$ cat src/hw/rtl/text_console_cell_engine_assert.svh
// ----------------------------------------------------------------------------
// Text console cell engine assertion macros
// Shared concurrent assertion forms for the console RTL.
// ----------------------------------------------------------------------------
`ifndef TEXT_CONSOLE_CELL_ENGINE_ASSERT_SVH
`define TEXT_CONSOLE_CELL_ENGINE_ASSERT_SVH

// Check that cons holds in the same cycle as ante.
`define TCCE_ASSERT_SAME(name, clk_sig, rst_n_sig, ante, cons, msg) \
	name: assert property (@(posedge clk_sig) disable iff (!rst_n_sig) \
		(ante) |-> (cons)) else $error(msg);

// Check that cons holds in the cycle after ante.
`define TCCE_ASSERT_NEXT(name, clk_sig, rst_n_sig, ante, cons, msg) \
	name: assert property (@(posedge clk_sig) disable iff (!rst_n_sig) \
		(ante) |=> (cons)) else $error(msg);

`endif

$ cat src/hw/rtl/tcce_pkg.sv
// ----------------------------------------------------------------------------
// Text console cell engine package
// Beat types, character codes and controller/datapath interface structs.
// ----------------------------------------------------------------------------
`default_nettype none

package tcce_pkg;

	localparam int CHAR_W     = 8;
	localparam int ATTR_W     = 8;
	localparam int CELL_W     = CHAR_W + ATTR_W;
	localparam int COORD_W    = 8;
	localparam int ROW_W      = 5;
	localparam int COL_W      = 7;
	localparam int LIN_W      = 11;
	localparam int TAB_SPACES = 4;
	localparam int TAB_CNT_W  = $clog2(TAB_SPACES);

	localparam logic [CHAR_W-1:0] CH_LF    = 8'h0A;
	localparam logic [CHAR_W-1:0] CH_CR    = 8'h0D;
	localparam logic [CHAR_W-1:0] CH_TAB   = 8'h09;
	localparam logic [CHAR_W-1:0] CH_BS    = 8'h08;
	localparam logic [CHAR_W-1:0] CH_BLANK = 8'h20;
	localparam logic [ATTR_W-1:0] RESET_ATTR = 8'h0A;

	typedef enum logic [2:0] {
		ACT_PUT        = 3'd0,
		ACT_SET_CURSOR = 3'd1,
		ACT_CLEAR      = 3'd2,
		ACT_SET_ATTR   = 3'd3,
		ACT_READ       = 3'd4
	} tcce_action_t;

	typedef struct packed {
		logic [2:0]         action;
		logic [CHAR_W-1:0]  char_code;
		logic [ATTR_W-1:0]  attribute;
		logic [COORD_W-1:0] row;
		logic [COORD_W-1:0] col;
	} tcce_item_t;

	typedef struct packed {
		logic [ROW_W-1:0]  cursor_row_out;
		logic [COL_W-1:0]  cursor_col_out;
		logic [LIN_W-1:0]  cursor_linear;
		logic [CELL_W-1:0] cell_data;
		logic              scrolled;
	} tcce_result_t;

	// Controller to datapath commands
	typedef struct packed {
		logic accept;
		logic step;
		logic step_space;
		logic set_cursor;
		logic set_attr;
		logic home;
		logic read_issue;
		logic read_capture;
		logic sweep_init;
		logic sweep_run;
		logic sweep_copy;
		logic load_out;
	} tcce_cmd_t;

	// Datapath to controller status
	typedef struct packed {
		logic [2:0] action;
		logic       is_tab;
		logic       step_scroll;
		logic       sweep_last;
		logic       out_busy;
	} tcce_status_t;

endpackage

`default_nettype wire

$ cat src/hw/rtl/tcce_ctrl.sv
// ----------------------------------------------------------------------------
// Text console controller
// Sequences each action: decode, character steps, store sweeps, result beat.
// ----------------------------------------------------------------------------
`default_nettype none

`include "text_console_cell_engine_assert.svh"

module tcce_ctrl
	import tcce_pkg::*;
(
	input  wire logic         clk,
	input  wire logic         arst_n,
	input  wire logic         item_valid,
	output logic              item_stall,
	output tcce_cmd_t         cmd,
	input  wire tcce_status_t status
);

	typedef enum logic [2:0] {
		ST_IDLE,
		ST_EXEC,
		ST_STEP,
		ST_SWEEP,
		ST_RWAIT,
		ST_DONE
	} state_t;

	state_t               state_q;
	logic [TAB_CNT_W-1:0] tab_cnt_q;
	logic                 copy_q;
	logic                 init_q;

	assign item_stall = (state_q != ST_IDLE);

	// Decode commands from the current state
	always_comb begin
		cmd = '0;
		unique case (state_q)
			ST_IDLE: begin
				cmd.accept = item_valid;
			end
			ST_EXEC: begin
				unique case (tcce_action_t'(status.action))
					ACT_SET_CURSOR: cmd.set_cursor = 1'b1;
					ACT_CLEAR: begin
						cmd.set_attr   = 1'b1;
						cmd.home       = 1'b1;
						cmd.sweep_init = 1'b1;
					end
					ACT_SET_ATTR: cmd.set_attr = 1'b1;
					ACT_READ: cmd.read_issue = 1'b1;
					default: ;
				endcase
			end
			ST_STEP: begin
				cmd.step       = 1'b1;
				cmd.step_space = status.is_tab;
				if (status.step_scroll) begin
					cmd.sweep_init = 1'b1;
					cmd.sweep_copy = 1'b1;
				end
			end
			ST_SWEEP: begin
				cmd.sweep_run  = 1'b1;
				cmd.sweep_copy = copy_q;
			end
			ST_RWAIT: begin
				cmd.read_capture = 1'b1;
			end
			ST_DONE: begin
				cmd.load_out = !status.out_busy;
			end
			default: ;
		endcase
	end

	// Hold state; the store is filled with blanks right after reset
	always_ff @(posedge clk or negedge arst_n) begin
		if (!arst_n) begin
			state_q   <= ST_SWEEP;
			tab_cnt_q <= '0;
			copy_q    <= 1'b0;
			init_q    <= 1'b1;
		end else begin
			unique case (state_q)
				ST_IDLE: begin
					if (item_valid) begin
						state_q <= ST_EXEC;
					end
				end
				ST_EXEC: begin
					unique case (tcce_action_t'(status.action))
						ACT_PUT: begin
							tab_cnt_q <= status.is_tab ? TAB_CNT_W'(TAB_SPACES - 1) : '0;
							state_q   <= ST_STEP;
						end
						ACT_CLEAR: begin
							copy_q  <= 1'b0;
							state_q <= ST_SWEEP;
						end
						ACT_READ: state_q <= ST_RWAIT;
						default: state_q <= ST_DONE;
					endcase
				end
				ST_STEP: begin
					if (status.step_scroll) begin
						copy_q  <= 1'b1;
						state_q <= ST_SWEEP;
					end else if (tab_cnt_q != '0) begin
						tab_cnt_q <= tab_cnt_q - 1'b1;
					end else begin
						state_q <= ST_DONE;
					end
				end
				ST_SWEEP: begin
					if (status.sweep_last) begin
						if (init_q) begin
							init_q  <= 1'b0;
							state_q <= ST_IDLE;
						end else if (copy_q && tab_cnt_q != '0) begin
							tab_cnt_q <= tab_cnt_q - 1'b1;
							state_q   <= ST_STEP;
						end else begin
							state_q <= ST_DONE;
						end
					end
				end
				ST_RWAIT: begin
					state_q <= ST_DONE;
				end
				ST_DONE: begin
					if (!status.out_busy) begin
						state_q <= ST_IDLE;
					end
				end
				default: state_q <= ST_IDLE;
			endcase
		end
	end

	`TCCE_ASSERT_NEXT(a_accept_exec, clk, arst_n, cmd.accept, state_q == ST_EXEC, "accepted beat did not start execution")
	`TCCE_ASSERT_SAME(a_tab_in_put, clk, arst_n, tab_cnt_q != '0, state_q == ST_STEP || state_q == ST_SWEEP, "tab count live outside a character write")
	`TCCE_ASSERT_NEXT(a_sweep_exit, clk, arst_n, state_q == ST_SWEEP && status.sweep_last, state_q != ST_SWEEP, "sweep did not end at last cell")

endmodule

`default_nettype wire

$ cat config.mk
export PLATFORM = sky130hd
export DESIGN_NAME = tcce_ctrl
export DESIGN_NICKNAME = d
export VERILOG_FILES = /design/src/hw/rtl/tcce_pkg.sv /design/src/hw/rtl/tcce_ctrl.sv
export VERILOG_INCLUDE_DIRS = /design/src /design/src/hw/rtl
export SDC_FILE = /design/constraint.sdc
export NUM_CORES = 1
export LEC_CHECK = 0
export BUFFER_PORTS_ARGS = -buffer_cell sky130_fd_sc_hd__buf_2
export CAP_MARGIN = 0
export CORE_MARGIN = 2
export CORE_UTILIZATION = 42
export DETAILED_ROUTE_END_ITERATION = 7
export PLACE_DENSITY = 0.72
export SLEW_MARGIN = 5
export SYNTH_ARGS = -nofsm -noshare
export SYNTH_HDL_FRONTEND = slang
export SYNTH_SLANG_ARGS = --single-unit
$ cat constraint.sdc
create_clock -name clk -period 1.65 [get_ports clk]
set_clock_uncertainty 0.05 [all_clocks]
set_input_delay 0.0825 -clock clk [delete_from_list [all_inputs] [get_ports clk]]
set_output_delay 0.0825 -clock clk [all_outputs]
set_load 0.01 [all_outputs]
==> results.sh, run 1 <==
export IMPL_yosys_area_top_type="dfrtp_1"
export IMPL_pwr_share_comb=0.668
export IMPL_swShare=0.3968
export IMPL_ys_flop_type="dfrtp_1"
export IMPL_hold_path_class="in -> reg"
export IMPL_drt_iter0_drc=16
export IMPL_core_um2=1350
export IMPL_syn_to_final_growth_pct=53.07
export IMPL_crit_fanout=4
export IMPL_clock_sinks=7
export IMPL_die_h_um=42.79
export IMPL_io_pins=23
export IMPL_worstPathArrival_ps=1810
export IMPL_cts_root_buf="clkbuf_4"
export IMPL_drive_gt1_frac=0.4915
export IMPL_grt_pass1_vias=646
export IMPL_met2_usage=0.3364
export IMPL_setup_viol=3
export IMPL_synth_xor_area_frac=0
export IMPL_place_gp_congestion=0.8296
export IMPL_status="finished, violations left"
export IMPL_clkSlewWorstSetupHoldPaths_ps=60
export IMPL_start_util=0.4680
export IMPL_synthAdderAreaFrac=0.01980
export IMPL_required_ps=1730
export IMPL_syn_avg_cell_area_um2=7.898
export IMPL_synth_top_area_share=0.1584
export IMPL_yosys_top_cells_count="nor2_1, inv_1, nand2_1"
export IMPL_clk_path_buf_depth=2
export IMPL_drt_wirelength_per_cell_um=13.26
export IMPL_rsz0062_at_grt="true"
export IMPL_yosys_register_bits=7
export IMPL_viasPerCell=5.474
export IMPL_antenna_found_initial=0
export IMPL_critical_path_startpoint_type="flip-flop"
export IMPL_irDropWorstVdd_v=0.0008192
export IMPL_leakagePower_nw=0.4961
export IMPL_hold_viol=0
export IMPL_num_fill_cells=106
export IMPL_gr_total_overflow=0
export IMPL_period_needed_ps=1723
export IMPL_grt_pass1_wl_um=2753
export IMPL_top_usage_layer="met2"
export IMPL_dp_cells=123
export IMPL_drc_errors=0
export IMPL_syn_nets=91
export IMPL_drtPass1Iterations=4
export IMPL_stdcell_count=133
export IMPL_cts_tree="built"
export IMPL_max_slew_margin=0.8093
export IMPL_synth_compound_area_share=0.2119
export IMPL_ys_types=38
export IMPL_antenna_cells=0
export IMPL_grt_max_degree=15
export IMPL_htreeDepth=1
export IMPL_ant_nets=0
export IMPL_use_met1=0.2416
export IMPL_insertion_delay_ps=260
export IMPL_yosysMostFrequentCell="nor2_1"
export IMPL_max_cap_violations=0
export IMPL_die_area_um2=1831
export IMPL_postSynth_asyncResetShare=1.000
export IMPL_worst_setup_path_end_kind="flip-flop"
export IMPL_synth_area_mux_share=0.01584
export IMPL_synthCells=80
export IMPL_syn_area_um2=631.9
export IMPL_port_buffers=22
export IMPL_setup_slack_ps=-73.45
export IMPL_p_int_w=0.0008665
export IMPL_placed_cell_area_um2=813.3
export IMPL_maxSlewViolCount=0
export IMPL_vias=728
export IMPL_p_switching_w=0.0005701
export IMPL_synth_area_top_cells="dfrtp_1, dfstp_2, nor2_1"
export IMPL_fmax_ghz=0.5802
export IMPL_cts_buffers=3
export IMPL_p_seq_frac=0.220
export IMPL_drt_wl_total_um=1763
export IMPL_hpwl_um=1254
export IMPL_fin_nets=130
export IMPL_die_w_um=42.79
export IMPL_ys_warn_count=0
export IMPL_met3_usage=0.05957
export IMPL_hold_slack_ps=53.66
export IMPL_clock_power_share=0.113
export IMPL_rows=13
export IMPL_post_place_ws_ps=-95.46
export IMPL_period_share=1.045
export IMPL_synth_edf_count=0
export IMPL_seq_area_frac_synth=0.2832
export IMPL_synth_top_family_by_area="simple AND/OR/NAND/NOR gates"
export IMPL_final_area_um2=967.2
export IMPL_grt_use_total=0.1991
export IMPL_failed_checks="negative setup slack"
export IMPL_yosys_area_share_simple=0.4040
export IMPL_crit_type="reg -> reg"
export IMPL_powerDensity_nw_per_um2=1485
export IMPL_worstMarginPinSlew_ps=286.0
==> path summary, 6_finish.rpt <==
| kind | cells after the start | startpoint | slack (ps) | end |
|---|---|---|---|---|
| max | 4 | state_q[0] | -70 | tab_cnt_q[0] |
| min | 2 | status[3] | 50 | tab_cnt_q[0] |
| max reg2reg | 4 | state_q[0] | -70 | tab_cnt_q[0] |
| min reg2reg | 1 | init_q | 450 | init_q |
| max in group asynchronous | 2 | arst_n | 1180 | state_q[0] |
| min in group asynchronous | 2 | arst_n | 140 | tab_cnt_q[1] |
==> logic make-up (layout without fill, tap and decap cells) <==
family | count (synthesis) | after routing
flops | 7 | 7
buf+inv | 9 | 47
mux | 1 | 1
compound gates | 20 | 20
simple gates | 42 | 42
fa+ha+maj | 1 | 1
==> stage by stage <==
stage               setup TNS [ps]  utilization   power, W
finish                      -143.6       0.7164   0.001437
detailed placement          -95.46       0.6024   0.001072
CTS                         -85.85       0.6654   0.001299
global placement            -45.46       0.6024   0.001056
floorplan                   -114.9            -  0.0007991
global route                -451.3       0.7164   0.001552
==> per-layer routing <==
metal	wire [um]	vias up
met5	0	-
met4	24	0
met3	94	2
met2	886	27
met1	757	339
li1	-	360
==> sequential cells by signal, summed over array words and instances (netlist names) <==
name,cells
state_q,3
init_q,1
tab_cnt_q,2
copy_q,1
==> final cells by class <==
| class | count | area (um^2) | share of cell area |
|---|---|---|---|
| clock buffers | 3 | 22.52 | 0.02329 |
| clock inverters | 1 | 5.005 | 0.005175 |
| inverters | 5 | 18.77 | 0.01940 |
| multi-input cells | 64 | 465.4 | 0.4812 |
| flip-flops and latches | 7 | 180.2 | 0.1863 |
| well taps | 15 | 18.77 | 0.01940 |
| repair buffers | 38 | 256.5 | 0.2652 |
==> placed cells by master, fill, tap and decap left out, types with 3 or more instances in the layout <==
cell type / netlist / routed
nand2_1: 5 / 5
buf_2: 0 / 21
nor3_1: 4 / 3
buf_4: 0 / 10
a21oi_1: 4 / 4
clkbuf_4: 0 / 3
buf_6: 1 / 5
nor2_1: 9 / 7
dfstp_2: 3 / 3
dfrtp_1: 4 / 3
inv_1: 5 / 5
nor2b_1: 3 / 3
==> power by group through the flow <==
| stage | registers, W | logic, W | clock network (W) |
|---|---|---|---|
| floorplan | 0.000304 | 0.000495 | 0 |
| global placement | 0.000304 | 0.000752 | 0 |
| detailed placement | 0.000311 | 0.000761 | 0 |
| CTS | 0.000305 | 0.000826 | 0.000168 |
| global route | 0.000322 | 0.00105 | 0.000179 |
| finish | 0.000315 | 0.000959 | 0.000162 |
==> timing repair <==
item | in CTS | in global routing
gates resized for setup | 6 | 14
endpoints found under the hold margin | 8 | 0
hold buffers | 2 | 0
buffers inserted | 1 | 3
endpoints found under the setup margin | 6 | 11
pin swaps | 3 | 5
==> critical path: stages (launching register included) <==
cell and delay (ps):
dfstp_2 560, nand2b_4 130, or3b_4 380, a21o_1 180, a221o_1 310
(Power assumes the default switching activity.)
==> run 2, diff against run 1 <==
--- a/config.mk
+++ b/config.mk
@@ -12,6 +12,7 @@
 export CORE_UTILIZATION = 42
 export DETAILED_ROUTE_END_ITERATION = 7
 export PLACE_DENSITY = 0.72
+export RECOVER_POWER = 50
 export SLEW_MARGIN = 5
 export SYNTH_ARGS = -nofsm -noshare
 export SYNTH_HDL_FRONTEND = slang
==> run 2 against run 1 <==
  * The run still ends with negative setup slack left
  * Highest routed layer unchanged
  * Flip-flop and latch count did not move
  * Global-route usage unchanged
  * Critical path type unchanged
  * Count of clock-buffer cells in the layout is the same
==> results.sh, run 2 (synthesis gave the netlist of run 1 again) <==
export IMPL_status="finished, violations left"
export IMPL_failed_checks="negative setup slack"
export IMPL_cts_root_buf="clkbuf_4"
export IMPL_worstReg2RegEnd="tab_cnt_q[0]"
export IMPL_hold_path_class="in -> reg"
export IMPL_largest_register_ffs=3
export IMPL_worstMarginPinSlew_ps=435.3
export IMPL_drt_wl_total_um=1763
export IMPL_insertion_delay_ps=260
export IMPL_cts_buffers=3
export IMPL_crit_type="reg -> reg"
export IMPL_min_path_cells=2
export IMPL_setup_viol=3
export IMPL_place_gp_congestion=0.8296
export IMPL_cts_tree="built"
export IMPL_dp_cells=123
export IMPL_power_total_w=0.001436
export IMPL_fin_nets=130
export IMPL_drc_errors=0
export IMPL_critical_path_startpoint_type="flip-flop"
export IMPL_min_from="status[3]"
export IMPL_mostFrequentLayoutCell="buf_2"
export IMPL_maxSlewViolCount=0
export IMPL_clk_path_buf_depth=2
export IMPL_clock_sinks=7
export IMPL_grt_use_total=0.1991
export IMPL_ant_nets=0
export IMPL_antenna_found_initial=0
export IMPL_rsz0062_at_grt="true"
export IMPL_drt_iter0_drc=16
export IMPL_hold_viol=0
export IMPL_num_fill_cells=106
export IMPL_htreeDepth=1
export IMPL_viasPerCell=5.474
export IMPL_crit_fanout=4
export IMPL_stdcell_count=133
export IMPL_grt_pass1_vias=646
export IMPL_period_share=1.045
export IMPL_reg_top3="state_q (3), tab_cnt_q (2)"
export IMPL_hpwl_um=1254
export IMPL_grt_pass1_wl_um=2753
export IMPL_worst_setup_path_end_kind="flip-flop"
export IMPL_irDropWorstVdd_v=0.0008192
export IMPL_powerDensity_nw_per_um2=1487
export IMPL_core_um2=1350
export IMPL_die_area_um2=1831
export IMPL_vias=728
export IMPL_io_pins=23
export IMPL_required_ps=1730
export IMPL_setup_slack_ps=-73.45
export IMPL_die_w_um=42.79
export IMPL_max_cap_violations=0
export IMPL_port_buffers=22
export IMPL_gr_total_overflow=0
export IMPL_syn_to_final_growth_pct=52.87
export IMPL_hold_slack_ps=53.66
export IMPL_rows=13
export IMPL_rr_worst_depth=4
export IMPL_drive_gt1_frac=0.4831
export IMPL_mostFrequentLayoutCells="buf_2, buf_4, nor2_1"
export IMPL_antenna_cells=0
export IMPL_drtPass1Iterations=4
export IMPL_die_h_um=42.79
export IMPL_top_register="state_q"
export IMPL_post_place_ws_ps=-95.46
export IMPL_reg2reg_slack_ps=-70
export IMPL_grt_max_degree=15
export IMPL_max_slew_margin=0.7098
export IMPL_r2r_start="state_q[0]"
export IMPL_period_needed_ps=1723
export IMPL_leakagePower_nw=0.4933
export IMPL_holdPathEnd="tab_cnt_q[0]"
export IMPL_clkSlewWorstSetupHoldPaths_ps=60
export IMPL_fin_tns_setup_ps=-143.6
export IMPL_drt_wirelength_per_cell_um=13.26
export IMPL_start_util=0.4680
export IMPL_fmax_ghz=0.5802
export IMPL_worstPathArrival_ps=1810
[run 2: changes by cell type in the layout (fill, tap and decap cells not counted), sizes merged]
cell / before / now
buf: 36 / 35
clkbuf: 3 / 4
[run 2: how the worst max path moves through the flow]
stage	endpoint	start	cells past startpoint	slack (ps)
after floorplan	tab_cnt_q[0]	state_q[1]	5	-110
after global placement	tab_cnt_q[0]	state_q[0]	4	-50
after detailed placement	tab_cnt_q[0]	state_q[0]	4	-100
after CTS	tab_cnt_q[0]	state_q[0]	4	-80
after global routing	cmd[3]	state_q[0]	5	-130
final	tab_cnt_q[0]	state_q[0]	4	-70
[run 2: repair_timing]
action                                  in CTS  in global routing
resized for setup                            6                 14
hold endpoints to repair                     8                  0
hold buffers                                 2                  0
endpoints found under the setup margin       6                 11
pin swaps                                    3                  5
setup buffers                                1                  3
[run 2: where the power goes]
part | switching, W | total (W) | leakage, nW | internal [W]
registers | 0.0000647 | 0.000315 | 0.0762 | 0.000251
clock network | 0.0000730 | 0.000162 | 0.0177 | 0.0000891
logic | 0.000432 | 0.000959 | 0.399 | 0.000526
[run 2: critical path, stage by stage (launching register included)]
cell and delay [ps]:
dfstp_2 560, nand2b_4 130, or3b_4 380, a21o_1 180
a221o_1 310
[run 2: cell type report]
class | count | area [um^2] | share of cell area
well taps | 15 | 18.77 | 0.01943
multi-input cells | 64 | 465.4 | 0.4819
clock buffers | 3 | 22.52 | 0.02332
flip-flops and latches | 7 | 180.2 | 0.1865
clock inverters | 1 | 5.005 | 0.005181
inverters | 5 | 18.77 | 0.01943
repair buffers | 38 | 255.2 | 0.2642
[run 2: through the flow]
step | instance area, um^2 | utilization
floorplan | 631.9 | -
global placement | 813.3 | 0.6024
detailed placement | 813.3 | 0.6024
CTS | 898.4 | 0.6654
global route | 965.9 | 0.7155
finish | 965.9 | 0.7155
[run 2: per-layer routing]
metal  share of wire  vias to the layer above  track usage
li1                -                      360            -
met1            0.43                      339       0.2416
met2            0.50                       27       0.3364
met3           0.053                        2      0.05957
met4           0.014                        0      0.05625
met5               0                        -            0
==> run 3, diff against run 2 <==
--- a/config.mk
+++ b/config.mk
@@ -11,7 +11,7 @@
 export CORE_MARGIN = 2
 export CORE_UTILIZATION = 42
 export DETAILED_ROUTE_END_ITERATION = 7
-export PLACE_DENSITY = 0.72
+export PLACE_DENSITY = 0.71
 export RECOVER_POWER = 50
 export SLEW_MARGIN = 5
 export SYNTH_ARGS = -nofsm -noshare
==> run 3 against run 2 <==
  * The run still ends with negative setup slack left
  * First-iteration DRC count grew 44%
  * Combinational power fell by 7.3%
  * Fmax rose by 0.18%
  * Non-clock buffer count decreased by 1
  * Utilization down 2.9 points
  * Critical path depth unchanged
  * Setup slack gained 3.1 ps
  * Global-route usage shrank 1.5 points
  * Sequential power down 2%
  * Register-to-register slack about the same
  * Via count fell by 4.0%
  * Critical endpoint unchanged
  * Largest cell class unchanged
==> results.sh, run 3 (synthesis gave the netlist of run 1 again) <==
export IMPL_drive_gt1_frac=0.4444
export IMPL_cts_root_buf="clkbuf_4"
export IMPL_stdcell_count=132
export IMPL_p_switching_w=0.0005498
export IMPL_drt_wl_total_um=1710
export IMPL_p_int_w=0.0008007
export IMPL_worstMarginPinSlew_ps=389.7
export IMPL_max_cap_violations=0
export IMPL_post_place_ws_ps=-108.4
export IMPL_start_util=0.4680
export IMPL_htreeDepth=1
export IMPL_max_slew_margin=0.7402
export IMPL_core_um2=1350
export IMPL_vias=699
export IMPL_worstPathArrival_ps=1800
export IMPL_grt_use_total=0.1838
export IMPL_port_buffers=22
export IMPL_reg_top3="state_q (3), tab_cnt_q (2)"
export IMPL_top_register="state_q"
export IMPL_io_pins=23
export IMPL_mostFrequentLayoutCell="buf_2"
export IMPL_syn_to_final_growth_pct=46.73
export IMPL_clkSlewWorstSetupHoldPaths_ps=50
export IMPL_fin_nets=129
export IMPL_mostFrequentLayoutCells="buf_2, buf_4, nor2_1"
export IMPL_cts_buffers=3
export IMPL_grt_pass1_wl_um=2511
export IMPL_place_gp_congestion=0.8159
export IMPL_period_share=1.043
export IMPL_clock_power_share=0.114
export IMPL_rsz0062_at_grt="true"
export IMPL_gr_total_overflow=0
export IMPL_hold_path_class="in -> reg"
export IMPL_p_seq_frac=0.228
export IMPL_drc_errors=0
export IMPL_ant_nets=0
export IMPL_swShare=0.4071
export IMPL_die_w_um=42.79
export IMPL_dp_cells=122
export IMPL_clk_path_buf_depth=2
export IMPL_leakagePower_nw=0.4851
export IMPL_fmax_ghz=0.5813
export IMPL_placed_cell_area_um2=805.8
export IMPL_status="finished, violations left"
export IMPL_cts_tree="built"
export IMPL_critical_path_cell_chain="nand2b_4, or3b_4, a21o_1, a221o_1"
export IMPL_setup_slack_ps=-70.37
export IMPL_cp_slowest_stage_delay_ps=560
export IMPL_antenna_cells=0
export IMPL_power_total_w=0.001351
export IMPL_final_area_um2=927.1
export IMPL_hold_viol=0
export IMPL_die_area_um2=1831
export IMPL_largest_register_ffs=3
export IMPL_drtPass1Iterations=4
export IMPL_antenna_found_initial=0
export IMPL_crit_fanout=6
export IMPL_clock_sinks=7
export IMPL_drt_wirelength_per_cell_um=12.95
export IMPL_failed_checks="negative setup slack"
export IMPL_grt_max_degree=15
export IMPL_viasPerCell=5.295
export IMPL_worst_setup_path_end_kind="flip-flop"
export IMPL_hpwl_um=1284
export IMPL_period_needed_ps=1720
export IMPL_irDropWorstVdd_v=0.0009163
export IMPL_setup_viol=2
export IMPL_die_h_um=42.79
export IMPL_required_ps=1730
export IMPL_grt_pass1_vias=611
export IMPL_cp_slowest_cell="dfstp_2"
export IMPL_crit_type="reg -> reg"
export IMPL_pwr_share_comb=0.659
export IMPL_critical_path_startpoint_type="flip-flop"
export IMPL_insertion_delay_ps=250
export IMPL_maxSlewViolCount=0
export IMPL_drt_iter0_drc=23
export IMPL_powerDensity_nw_per_um2=1457
export IMPL_num_fill_cells=112
export IMPL_rows=13
-- run 3: layout make-up --
cell class / count / area (um^2) / share of cell area
inverters: 5 / 18.77 / 0.02024
well taps: 15 / 18.77 / 0.02024
multi-input cells: 64 / 449.2 / 0.4845
repair buffers: 37 / 234.0 / 0.2524
clock buffers: 3 / 22.52 / 0.02429
clock inverters: 1 / 5.005 / 0.005398
flip-flops and latches: 7 / 178.9 / 0.1930
-- run 3: metrics by stage --
stage | setup TNS (ps) | hold WS, ps | utilization
after global placement | -59.64 | -124.4 | 0.5968
after CTS | -76.71 | 66.34 | 0.6580
final | -72.18 | 69.81 | 0.6867
after detailed placement | -108.4 | -125.7 | 0.5968
after floorplan | -114.9 | -263.1 | -
after global routing | -326.2 | 74.19 | 0.6867
-- run 3: power groups by stage --
stage,Clock [W],Combinational (W),Sequential (W)
after floorplan,0,0.000495,0.000304
after global placement,0,0.000742,0.000301
after detailed placement,0,0.000758,0.000307
after CTS,0.000159,0.000809,0.000304
after global routing,0.000164,0.000973,0.000314
final,0.000153,0.000889,0.000308
-- run 3: path summary, 6_finish.rpt --
kind                       cells after the start            to        from  slack [ps]
min                                            2  tab_cnt_q[0]   status[3]          70
min in group asynchronous                      2        copy_q      arst_n         210
min reg2reg                                    1        init_q      init_q         460
max                                            4  tab_cnt_q[0]  state_q[0]         -70
max in group asynchronous                      2    state_q[0]      arst_n        1020
max reg2reg                                    4  tab_cnt_q[0]  state_q[0]         -70
-- run 3: per-layer routing --
metal / global-route usage / share of wire / wire (um)
met4: 0.01875 / 0 / 0
met1: 0.2408 / 0.44 / 760
met3: 0.05532 / 0.067 / 115
met2: 0.3061 / 0.49 / 834
met5: 0 / 0 / 0
-- run 3: critical path, delay by kind of cell (launching register included) --
kind / cells / cell delay (ps)
AO/OA/AOI/OAI: 2 / 490
AND/OR/NAND/NOR: 2 / 500
flip-flops: 1 / 560
-- run 3: timing repair --
item                                   CTS  global route
setup endpoints to repair                5            10
hold buffers                             2             0
endpoints found under the hold margin    8             0
gates resized for setup                  4             8
buffers inserted                         2             2
pin swaps                                2             2
